## src/rtl/mmc3_pkg.sv

```systemverilog
`default_nettype none

package mmc3_pkg;

	// input item: cpu register write or scanline tick
	typedef struct packed {
		logic        command;
		logic [15:0] addr;
		logic [7:0]  value;
	} in_item_t;

	// result item: prg mapping, mirroring and irq line
	typedef struct packed {
		logic [7:0] prg_bank0;
		logic [7:0] prg_bank1;
		logic [7:0] prg_bank2;
		logic [7:0] prg_bank3;
		logic       mirror_horizontal;
		logic       irq_out;
	} out_item_t;

	// item kinds
	localparam logic CMD_CPU_WRITE = 1'b0;
	localparam logic CMD_SCANLINE  = 1'b1;

	// register decode on {addr[15], addr[14], addr[13], addr[0]}
	typedef enum logic [3:0] {
		REG_BANK_SELECT = 4'b1000,
		REG_BANK_DATA   = 4'b1001,
		REG_MIRROR      = 4'b1010,
		REG_PRG_RAM     = 4'b1011,
		REG_IRQ_LATCH   = 4'b1100,
		REG_IRQ_RELOAD  = 4'b1101,
		REG_IRQ_DISABLE = 4'b1110,
		REG_IRQ_ENABLE  = 4'b1111
	} reg_sel_t;

	localparam int unsigned NUM_BANK_REGS = 8;
	localparam int unsigned PRG_MODE_BIT  = 6;
	localparam logic [8:0]  BANK_COUNT_RESET = 9'd2;

	typedef logic [7:0] bank_arr_t [NUM_BANK_REGS];
	localparam bank_arr_t BANK_RESET = '{8'd0, 8'd2, 8'd4, 8'd5, 8'd6, 8'd7, 8'd0, 8'd1};

	// modulo unit retires two dividend bits per cycle over an 8-bit bank number
	localparam int unsigned BITS_PER_STEP = 2;
	localparam int unsigned MOD_STEPS     = 8 / BITS_PER_STEP;
	localparam logic [1:0]  STEP_LAST     = 2'(MOD_STEPS - 1);

	// controller states
	typedef enum logic [1:0] {
		ST_IDLE,
		ST_CALC,
		ST_DONE
	} ctl_state_t;

	// controller to datapath commands
	typedef struct packed {
		logic apply;     // apply the accepted item to mapper state
		logic step;      // one modulo iteration
		logic first;     // first iteration, dividends come from the bank registers
		logic load_out;  // capture the result beat
	} dp_cmd_t;

endpackage

`default_nettype wire

```

## src/rtl/mmc3_ctrl.sv

```systemverilog
`default_nettype none

module mmc3_ctrl (
	input  wire logic             clk,
	input  wire logic             arst_n,
	input  wire logic             in_valid,
	output logic                  in_stall,
	output logic                  out_valid,
	input  wire logic             out_stall,
	output mmc3_pkg::dp_cmd_t     cmd
);
	import mmc3_pkg::*;

	ctl_state_t state_q, state_d;
	logic [1:0] step_q;
	logic       out_valid_q;
	logic       out_room;

	// output register is free or being emptied this cycle
	assign out_room = !out_valid_q || !out_stall;

	// next state
	always_comb begin
		state_d = state_q;
		unique case (state_q)
			ST_IDLE: begin
				if (in_valid) state_d = ST_CALC;
			end
			ST_CALC: begin
				if (step_q == STEP_LAST) state_d = ST_DONE;
			end
			ST_DONE: begin
				if (out_room) state_d = ST_IDLE;
			end
			default: state_d = ST_IDLE;
		endcase
	end

	// outputs toward datapath and handshake
	always_comb begin
		cmd      = '0;
		in_stall = 1'b1;
		unique case (state_q)
			ST_IDLE: begin
				in_stall  = 1'b0;
				cmd.apply = in_valid;
			end
			ST_CALC: begin
				cmd.step  = 1'b1;
				cmd.first = (step_q == '0);
			end
			ST_DONE: begin
				cmd.load_out = out_room;
			end
			default: begin
				in_stall = 1'b1;
			end
		endcase
	end

	assign out_valid = out_valid_q;

	// state, iteration count and result valid
	always_ff @(posedge clk or negedge arst_n) begin
		if (!arst_n) begin
			state_q     <= ST_IDLE;
			step_q      <= '0;
			out_valid_q <= 1'b0;
		end else begin
			state_q <= state_d;
			if (cmd.step) step_q <= step_q + 2'd1;
			else          step_q <= '0;
			if (cmd.load_out)    out_valid_q <= 1'b1;
			else if (!out_stall) out_valid_q <= 1'b0;
		end
	end

endmodule

`default_nettype wire

```

## src/rtl/mmc3_dpath.sv

```systemverilog
`default_nettype none

module mmc3_dpath (
	input  wire logic              clk,
	input  wire logic              arst_n,
	input  wire mmc3_pkg::dp_cmd_t cmd,
	input  wire mmc3_pkg::in_item_t in_data,
	input  wire logic              cfg_we,
	input  wire logic [8:0]        cfg_data,
	output mmc3_pkg::out_item_t    out_data
);
	import mmc3_pkg::*;

	// one restoring remainder step: shift in a bit, subtract count if it fits
	function automatic logic [8:0] mod_step(input logic [8:0] r, input logic b,
		input logic [8:0] cnt);
		logic [9:0] t;
		t = {r, b};
		if (t >= {1'b0, cnt}) t = t - {1'b0, cnt};
		return t[8:0];
	endfunction

	logic [8:0] bank_count_q;
	logic [7:0] bank_select_q;
	logic [7:0] bank_q [NUM_BANK_REGS];
	logic [7:0] irq_latch_q;
	logic [7:0] irq_count_q;
	logic       reload_q;
	logic       irq_en_q;
	logic       irq_q;
	logic       mirror_q;

	logic [7:0] div6_q, div7_q;
	logic [8:0] rem6_q, rem7_q;
	out_item_t  out_q;

	reg_sel_t   sel;
	logic [7:0] count_next;
	logic       count_take_latch;

	logic [7:0] src6, src7;
	logic [8:0] r6_in, r7_in, r6_mid, r7_mid, r6_out, r7_out;

	logic [7:0] last_bank, second_bank;
	out_item_t  res;

	assign sel = reg_sel_t'({in_data.addr[15], in_data.addr[14], in_data.addr[13],
		in_data.addr[0]});

	// scanline counter: reload from latch or decrement
	assign count_take_latch = (irq_count_q == '0) || reload_q;
	assign count_next       = count_take_latch ? irq_latch_q : irq_count_q - 8'd1;

	// mapper register file and irq counter
	always_ff @(posedge clk or negedge arst_n) begin
		if (!arst_n) begin
			bank_count_q  <= BANK_COUNT_RESET;
			bank_select_q <= '0;
			for (int i = 0; i < NUM_BANK_REGS; i++) bank_q[i] <= BANK_RESET[i];
			irq_latch_q   <= '0;
			irq_count_q   <= '0;
			reload_q      <= 1'b0;
			irq_en_q      <= 1'b0;
			irq_q         <= 1'b0;
			mirror_q      <= 1'b0;
		end else begin
			if (cfg_we) bank_count_q <= cfg_data;
			if (cmd.apply) begin
				if (in_data.command == CMD_SCANLINE) begin
					irq_count_q <= count_next;
					if (count_take_latch) reload_q <= 1'b0;
					if ((count_next == '0) && irq_en_q) irq_q <= 1'b1;
				end else if (in_data.addr[15]) begin
					unique case (sel)
						REG_BANK_SELECT: bank_select_q <= in_data.value;
						REG_BANK_DATA:   bank_q[bank_select_q[2:0]] <= in_data.value;
						REG_MIRROR:      mirror_q <= in_data.value[0];
						REG_IRQ_LATCH:   irq_latch_q <= in_data.value;
						REG_IRQ_RELOAD: begin
							irq_count_q <= '0;
							reload_q    <= 1'b1;
						end
						REG_IRQ_DISABLE: begin
							irq_en_q <= 1'b0;
							irq_q    <= 1'b0;
						end
						REG_IRQ_ENABLE:  irq_en_q <= 1'b1;
						default: ;
					endcase
				end
			end
		end
	end

	// modulo unit: banks 6 and 7 in parallel, two bits per cycle
	assign src6   = cmd.first ? bank_q[6] : div6_q;
	assign src7   = cmd.first ? bank_q[7] : div7_q;
	assign r6_in  = cmd.first ? '0 : rem6_q;
	assign r7_in  = cmd.first ? '0 : rem7_q;
	assign r6_mid = mod_step(r6_in, src6[7], bank_count_q);
	assign r7_mid = mod_step(r7_in, src7[7], bank_count_q);
	assign r6_out = mod_step(r6_mid, src6[6], bank_count_q);
	assign r7_out = mod_step(r7_mid, src7[6], bank_count_q);

	always_ff @(posedge clk) begin
		if (cmd.step) begin
			div6_q <= {src6[5:0], 2'b00};
			div7_q <= {src7[5:0], 2'b00};
			rem6_q <= r6_out;
			rem7_q <= r7_out;
		end
	end

	// fixed banks from the bank count
	always_comb begin
		if (bank_count_q == '0) begin
			last_bank   = 8'hFF;
			second_bank = 8'hFE;
		end else begin
			last_bank   = 8'(bank_count_q - 9'd1);
			second_bank = (bank_count_q >= 9'd2) ? 8'(bank_count_q - 9'd2) : 8'd0;
		end
	end

	// result assembly by prg mode
	always_comb begin
		res.prg_bank1         = rem7_q[7:0];
		res.prg_bank3         = last_bank;
		res.mirror_horizontal = mirror_q;
		res.irq_out           = irq_q;
		if (bank_select_q[PRG_MODE_BIT]) begin
			res.prg_bank0 = second_bank;
			res.prg_bank2 = rem6_q[7:0];
		end else begin
			res.prg_bank0 = rem6_q[7:0];
			res.prg_bank2 = second_bank;
		end
	end

	always_ff @(posedge clk) begin
		if (cmd.load_out) out_q <= res;
	end

	assign out_data = out_q;

endmodule

`default_nettype wire

```

## src/rtl/mmc3_prg_bank_and_scanline_irq_unit.sv

```systemverilog
`default_nettype none

// MMC3 PRG banking and scanline IRQ. Each input beat is either a CPU register
// write (decoded on address bits 15, 14, 13 and 0) or a scanline tick that
// clocks the IRQ counter; every beat yields one result beat with the four 8 KiB
// PRG bank numbers, the mirroring bit and the IRQ flag. The accepting edge
// updates the mapper registers, the calc state then runs two remainder units
// in parallel that reduce banks 6 and 7 modulo the bank count two bits per
// cycle, and the done state loads the output register once it has room. The
// next input beat can be taken after that, so an item waits in the done state
// while the result side stalls. A new item is taken while a finished result
// still waits in the output register. The bank count is written through the
// cfg port, which is always ready; write it only while no item is in flight.
module mmc3_prg_bank_and_scanline_irq_unit (
	input  wire logic                clk,
	input  wire logic                arst_n,
	input  wire logic                in_valid,
	output logic                     in_stall,
	input  wire mmc3_pkg::in_item_t  in_data,
	output logic                     out_valid,
	input  wire logic                out_stall,
	output mmc3_pkg::out_item_t      out_data,
	input  wire logic                cfg_valid,
	output logic                     cfg_ready,
	input  wire logic [8:0]          cfg_data
);
	import mmc3_pkg::*;

	dp_cmd_t cmd;

	assign cfg_ready = 1'b1;

	mmc3_ctrl u_ctrl (
		.clk       (clk),
		.arst_n    (arst_n),
		.in_valid  (in_valid),
		.in_stall  (in_stall),
		.out_valid (out_valid),
		.out_stall (out_stall),
		.cmd       (cmd)
	);

	mmc3_dpath u_dpath (
		.clk      (clk),
		.arst_n   (arst_n),
		.cmd      (cmd),
		.in_data  (in_data),
		.cfg_we   (cfg_valid & cfg_ready),
		.cfg_data (cfg_data),
		.out_data (out_data)
	);

endmodule

`default_nettype wire

```

## config.mk

```make
export PLATFORM = sky130hd
export DESIGN_NAME = mmc3_prg_bank_and_scanline_irq_unit
export DESIGN_NICKNAME = d
export VERILOG_FILES = /design/src/rtl/mmc3_pkg.sv /design/src/rtl/mmc3_ctrl.sv /design/src/rtl/mmc3_dpath.sv /design/src/rtl/mmc3_prg_bank_and_scanline_irq_unit.sv
export SDC_FILE = /design/constraint.sdc
export NUM_CORES = 1
export LEC_CHECK = 0
export BUFFER_PORTS_ARGS = -buffer_cell sky130_fd_sc_hd__clkbuf_2
export CAP_MARGIN = 20
export CORE_MARGIN = 3
export CORE_UTILIZATION = 45
export CTS_CLUSTER_SIZE = 20
export DETAILED_ROUTE_END_ITERATION = 6
export GPL_ROUTABILITY_DRIVEN = 0
export MAX_ROUTING_LAYER = met4
export PLACE_DENSITY = 0.69
export SYNTH_ARGS = -nofsm -noshare
export SYNTH_HDL_FRONTEND = slang
export SYNTH_SLANG_ARGS = --single-unit
```

## constraint.sdc

```tcl
create_clock -name clk -period 14.3 [get_ports clk]
set_clock_uncertainty 0.15 [all_clocks]
set_input_delay 1.43 -clock clk [delete_from_list [all_inputs] [get_ports clk]]
set_output_delay 1.43 -clock clk [all_outputs]
set_load 0.05 [all_outputs]
```

==> results of run 1 <==
registers in the layout (all words and copies together) (netlist names):
signal	count
u_dpath.div6_q	6
u_dpath.bank_count_q	9
u_dpath.rem6_q	9
u_ctrl.step_q	2
u_dpath.bank_select_q	4
u_dpath.out_data	34
u_dpath.bank_q	16
u_ctrl.out_valid	1
u_dpath.mirror_q	1
u_dpath.irq_q	1
u_dpath.rem7_q	9
u_dpath.irq_count_q	8
u_dpath.irq_en_q	1
u_dpath.irq_latch_q	8
u_dpath.reload_q	1
u_dpath.div7_q	6
u_ctrl.state_q	2
how the worst max path moves through the flow:
stage,slack [ps],cells past startpoint,startpoint,end
3_3_place_gp,7620,19,u_ctrl.step_q[0]$_DFF_PN0_,u_dpath.rem7_q[1]$_DFFE_PN_
3_5_place_dp,7520,19,u_ctrl.step_q[0]$_DFF_PN0_,u_dpath.rem7_q[1]$_DFFE_PN_
2_1_floorplan,8910,21,u_ctrl.step_q[0]$_DFF_PN0_,u_dpath.rem7_q[4]$_DFFE_PN_
4_1_cts,7450,19,u_ctrl.step_q[0]$_DFF_PN0_,u_dpath.rem7_q[1]$_DFFE_PN_
5_1_grt,6990,19,u_ctrl.step_q[0]$_DFF_PN0_,u_dpath.rem7_q[1]$_DFFE_PN_
6_report,7480,19,u_ctrl.step_q[0]$_DFF_PN0_,u_dpath.rem7_q[1]$_DFFE_PN_
synth_stat cells, drive strengths merged, types with 4 or more instances:
| library cell | n |
|---|---|
| a31oi | 6 |
| edfxtp | 64 |
| o21bai | 4 |
| fa | 4 |
| a21o | 10 |
| mux2i | 10 |
| inv | 31 |
| ha | 40 |
| nand3b | 4 |
| mux2 | 56 |
| a21oi | 26 |
| dfrtp | 52 |
| o31ai | 5 |
| nor3 | 10 |
| o21a | 5 |
| buf | 8 |
| clkbuf | 11 |
| and2 | 19 |
| xor2 | 5 |
| nor2b | 4 |
| nor2 | 33 |
| o211ai | 4 |
| nand2 | 87 |
| nand4 | 7 |
| o2111ai | 4 |
| o21ai | 40 |
| nand3 | 15 |
| xnor2 | 33 |
| or2 | 4 |
area by class of cell:
| type | count | area share |
|---|---|---|
| Multi-Input combinational cell | 480 | 0.4369 |
| Sequential cell | 118 | 0.4059 |
| Timing Repair Buffer | 65 | 0.04279 |
| Inverter | 32 | 0.01488 |
| Clock buffer | 19 | 0.05628 |
| Clock inverter | 13 | 0.01473 |
| Tap cell | 184 | 0.02853 |
critical path, delay by kind of cell, from the launching register on:
| kind | cells | cell delay (ps) |
|---|---|---|
| AOI/OAI and AO/OA | 9 | 2850 |
| muxes | 3 | 1160 |
| adders and majority gates | 4 | 1150 |
| and+or+nand+nor | 1 | 740 |
| DFF | 1 | 400 |
| buffers and inverters | 2 | 120 |
metal layers:
metal / global-route usage / wire (um) / up-vias
met4: 0.1113 / 555 / 0
met1: 0.2298 / 6578 / 2514
met3: 0.04472 / 878 / 42
li1: - / - / 2472
met5: - / 0 / -
met2: 0.3233 / 7508 / 184
metrics by stage:
step | hold slack (ps) | cells | worst slack, ps
2_1_floorplan | 267.4 | 649 | 8906
3_3_place_gp | 281.2 | 878 | 7623
3_5_place_dp | 275.7 | 878 | 7522
4_1_cts | 287.3 | 910 | 7451
5_1_grt | 299.2 | 911 | 6986
6_report | 287.1 | 911 | 7477
cells by family after synthesis:
family | synth area share
adders and majority gates | 0.08427
buffers and inverters | 0.03106
xor gates and xnor gates | 0.04749
DFF | 0.4674
muxes | 0.1075
and+or+nand+nor | 0.1421
AOI/OAI and AO/OA | 0.1196
other | 0.0005351
==> flow_metrics.env, run 1 <==
export IMPL_status="completed"
export IMPL_postPlaceCellArea_sq_um=7477
export IMPL_hold_buffers=0
export IMPL_crit_path_max_incr_delay_ps=790
export IMPL_required_ps=14320
export IMPL_setup_tns_ps=0
export IMPL_critPathLaunchType="flip-flop"
export IMPL_clockRootBuffer="clkbuf_16"
export IMPL_firstDrtPassIters=5
export IMPL_utilization=0.5429
export IMPL_path_cells="inv_1 -> ha_1 -> and3b_1 -> mux2i_1 -> ha_1 -> inv_1 -> fa_1 -> a21oi_1 -> o2111ai_1 -> a41o_1 -> a21boi_2 -> mux2_2 -> ha_1 -> a21o_1 -> a21oi_1 -> o211ai_1 -> o21a_1 -> a311oi_2 -> mux2_2"
export IMPL_drive_gt1_frac=0.2311
export IMPL_start_util=0.4715
export IMPL_die_x_um=130.8
export IMPL_vias_per_cell=5.721
export IMPL_synth_top_area_frac=0.2742
export IMPL_worst_r2r_cell_count=19
export IMPL_drv_slew=0
export IMPL_area_delta_synth_final_pct=15.16
export IMPL_maxCapViolCount=0
export IMPL_nets=797
export IMPL_rr_startpoint="u_ctrl.step_q[0]$_DFF_PN0_"
export IMPL_cts_resized_gates=0
export IMPL_yosys_warnings=0
export IMPL_seq_area_sq_um=3276
export IMPL_cp_end_kind="flip-flop"
export IMPL_final_cell_mix="nand2_1, edfxtp_1, clkbuf_2"
export IMPL_grt_pass1_vias=5389
export IMPL_slew_limit_headroom=0.2775
export IMPL_synth_edff_count=64
export IMPL_ant_nets=0
export IMPL_worst_slew_pin_slew_ps=1079
export IMPL_drt_total_wl_um=15520
export IMPL_synth_nets=732
export IMPL_ys_seq_elements=118
export IMPL_syn_avg_cell_area_sq_um=10.80
export IMPL_min_path_cells=0
export IMPL_cts_clk_slew_worst_paths_ps=50
export IMPL_synth_area_leaders="edfxtp_1, dfrtp_1, mux2_2"
export IMPL_die_h_um=130.8
export IMPL_insertion_delay_ps=420
export IMPL_post_cts_buffers=0
export IMPL_antenna_cells=0
export IMPL_drt_wirelength_per_cell_um=17.04
export IMPL_async_reset_ff_frac=0.4576
export IMPL_ff2ff_setup_slack_ps=7480
export IMPL_crit_type="flip-flop to flip-flop"
export IMPL_grt_util_all_layers=0.1996
export IMPL_setup_violations=0
export IMPL_route_detailed_drc=0
export IMPL_min_from="u_dpath.rem7_q[7]$_DFFE_PN_"
export IMPL_multiInputGateArea_sq_um=3526
export IMPL_synth_seq_area_share=0.4674
export IMPL_port_buffers=62
export IMPL_yosysTopAreaCell="edfxtp_1"
export IMPL_holdPathEnd="u_dpath.out_data[25]$_DFFE_PP_"
export IMPL_hold_violations=0
export IMPL_cp_arrival_ps=6840
export IMPL_grt_max_degree=55
export IMPL_h_tree_depth=4
export IMPL_fp_coreArea_sq_um=14860
export IMPL_grt_ovfl_total=0
export IMPL_final_common_cell="nand2_1"
export IMPL_syn_inst=649
export IMPL_fin_crit_sh=0.4771
export IMPL_fillerInstances=1292
export IMPL_placementRows=44
export IMPL_netlist_area_sq_um=7008
export IMPL_synth_flop_cell="edfxtp_1"
export IMPL_hp_class="flip-flop to flip-flop"
export IMPL_min_period_ps=6823
export IMPL_vias=5212
export IMPL_cpMaxStageDelayCell="a311oi_2"
export IMPL_fmax_mhz=146.6
export IMPL_die_area_sq_um=17110
export IMPL_worst_path_max_fanout=19
export IMPL_drt_initial_drc_count=257
export IMPL_io_pins=76
export IMPL_finalInstanceArea_sq_um=8070
export IMPL_cts_sinks=118
export IMPL_rsz0062_at_grt="false"
export IMPL_grt_pass1_wl_um=25690
export IMPL_r2r_end="u_dpath.rem7_q[1]$_DFFE_PN_"
export IMPL_cts_tree="done"
export IMPL_cts_buffers=17
export IMPL_dp_hpwl_um=11190
export IMPL_clockBufferDepth=2
export IMPL_antenna_found_initial=0
export IMPL_crit_path_frequent_cell="ha_1"
export IMPL_synthDistinctLibCells=71
Power of run 1 is left out: the tool's default activity adds up to more than one toggle a clock period on the data nets, which glitch-free logic cannot reach.
==> run 2, diff against run 1 <==
==> constraint.sdc (replaced) <==
create_clock -name clk -period 6.5 [get_ports clk]
set_clock_uncertainty 0.15 [all_clocks]
set_input_delay 0.65 -clock clk [delete_from_list [all_inputs] [get_ports clk]]
set_output_delay 0.65 -clock clk [all_outputs]
set_load 0.05 [all_outputs]
==> run 2 against run 1 <==
Net effect: first-iteration DRC count grew 40%; sequential share of layout area shrank 0.69 points; design area grew 1.7%; wire length grew 2.4%; fmax grew 13%; hold slack lost 68 ps; non-clock buffer count grew 8; setup slack lost 7000 ps; via count grew 1.2%; global-route usage grew 0.17 points; highest routed layer unchanged.
==> flow_metrics.env, run 2 (synthesis results as in run 1) <==
export IMPL_insertion_delay_ps=420
export IMPL_setup_tns_ps=0
export IMPL_rr_startpoint="u_ctrl.step_q[0]$_DFF_PN0_"
export IMPL_setup_violations=0
export IMPL_grt_ovfl_total=0
export IMPL_cp_depth=22
export IMPL_placementRows=44
export IMPL_drt_total_wl_um=15890
export IMPL_cts_clk_slew_worst_paths_ps=60
export IMPL_die_x_um=130.8
export IMPL_cp_arrival_ps=6040
export IMPL_grt_pass1_vias=5289
export IMPL_port_buffers=62
export IMPL_crit_path_max_incr_delay_ps=500
export IMPL_area_delta_synth_final_pct=17.16
export IMPL_fin_crit_sh=0.9257
export IMPL_firstDrtPassIters=6
export IMPL_cts_tree="done"
export IMPL_worst_r2r_cell_count=22
export IMPL_dp_hpwl_um=11440
export IMPL_r2r_end="u_dpath.rem6_q[6]$_DFFE_PN_"
export IMPL_path_buf_inv=3
export IMPL_vias_per_cell=5.742
export IMPL_ff2ff_setup_slack_ps=480
export IMPL_largest_reg_flops=34
export IMPL_drive_gt1_frac=0.2395
export IMPL_seq_area_sq_um=3276
export IMPL_start_util=0.4715
export IMPL_min_period_ps=6017
export IMPL_postPlaceCellArea_sq_um=7557
export IMPL_clockBufferDepth=2
export IMPL_maxCapViolCount=0
export IMPL_fillerInstances=1276
export IMPL_clockRootBuffer="clkbuf_16"
export IMPL_grt_util_all_layers=0.2013
export IMPL_io_pins=76
export IMPL_worst_path_max_fanout=18
export IMPL_hp_class="input pin to async pin"
export IMPL_fmax_mhz=166.2
export IMPL_post_cts_buffers=0
export IMPL_h_tree_depth=4
export IMPL_die_h_um=130.8
export IMPL_fp_coreArea_sq_um=14860
export IMPL_hold_violations=0
export IMPL_grt_pass1_wl_um=25910
export IMPL_cts_buffers=17
export IMPL_status="completed"
export IMPL_slew_limit_headroom=0.3695
export IMPL_drt_initial_drc_count=359
export IMPL_crit_type="flip-flop to flip-flop"
export IMPL_crit_end="u_dpath.rem6_q[6]$_DFFE_PN_"
export IMPL_finalInstanceArea_sq_um=8210
export IMPL_antenna_found_initial=0
export IMPL_cts_sinks=118
export IMPL_final_common_cell="nand2_1"
export IMPL_critPathLaunchType="flip-flop"
export IMPL_required_ps=6520
export IMPL_critPathTopFamily="compound AO/OA/AOI/OAI gates"
export IMPL_final_cell_mix="nand2_1, edfxtp_1, clkbuf_2"
export IMPL_worst_slew_pin_slew_ps=943.2
export IMPL_drv_slew=0
export IMPL_drt_wirelength_per_cell_um=17.29
export IMPL_crit_start="u_ctrl.step_q[0]$_DFF_PN0_"
export IMPL_ant_nets=0
export IMPL_path_cells="inv_1 -> ha_1 -> and3b_1 -> buf_4 -> mux2i_1 -> ha_1 -> inv_1 -> fa_1 -> a21oi_1 -> maj3_1 -> o211ai_1 -> a31oi_1 -> mux2_2 -> ha_1 -> a21o_1 -> a21oi_1 -> o21ai_0 -> a21o_1 -> a21o_1 -> nand2_1 -> nand2_4 -> mux2_1"
export IMPL_nets=805
export IMPL_multiInputGateArea_sq_um=3526
export IMPL_cp_end_kind="flip-flop"
export IMPL_vias=5277
export IMPL_cts_resized_gates=0
export IMPL_cpMaxStageDelayCell="a31oi_1"
export IMPL_grt_max_degree=55
export IMPL_hold_buffers=0
export IMPL_antenna_cells=0
export IMPL_rsz0062_at_grt="false"
export IMPL_route_detailed_drc=0
export IMPL_die_area_sq_um=17110
[run 2: stage by stage]
stage	util	std cells	setup slack, ps	hold slack, ps
final	0.5524	919	482.8	218.6
after CTS	0.5524	919	540.9	237.3
after global placement	0.5071	886	750.1	275.2
after global routing	0.5524	919	134.4	277.0
after detailed placement	0.5084	887	589.4	281.6
after floorplan	-	649	1106	204.4
[run 2: final cells by class]
cell class,count,area share
tap,184,0.02804
clock inverter,8,0.01570
sequential,118,0.3990
inverter,32,0.01463
timing repair buffer,73,0.04938
multi-input combinational,480,0.4294
clock buffer,24,0.06385
[run 2: worst min path at each step]
stage | end | slack [ps] | cells after the start
floorplan | u_ctrl.out_valid$_DFFE_PN0P_ | 200 | 0
global placement | u_dpath.out_data[23]$_DFFE_PP_ | 280 | 0
detailed placement | u_dpath.out_data[23]$_DFFE_PP_ | 280 | 0
CTS | u_dpath.irq_count_q[7]$_DFFE_PN0P_ | 240 | 2
global route | u_dpath.mirror_q$_DFFE_PN0P_ | 280 | 2
finish | u_dpath.bank_select_q[1]$_DFFE_PN0P_ | 220 | 2
[run 2: metal layers]
layer | vias to the layer above | wire length, um | track usage
li1 | 2503 | - | -
met1 | 2582 | 6929 | 0.2383
met2 | 158 | 7846 | 0.3335
met3 | 34 | 750 | 0.04756
met4 | 0 | 364 | 0.07864
met5 | - | 0 | -
Power of run 2 is left out for the same reason.
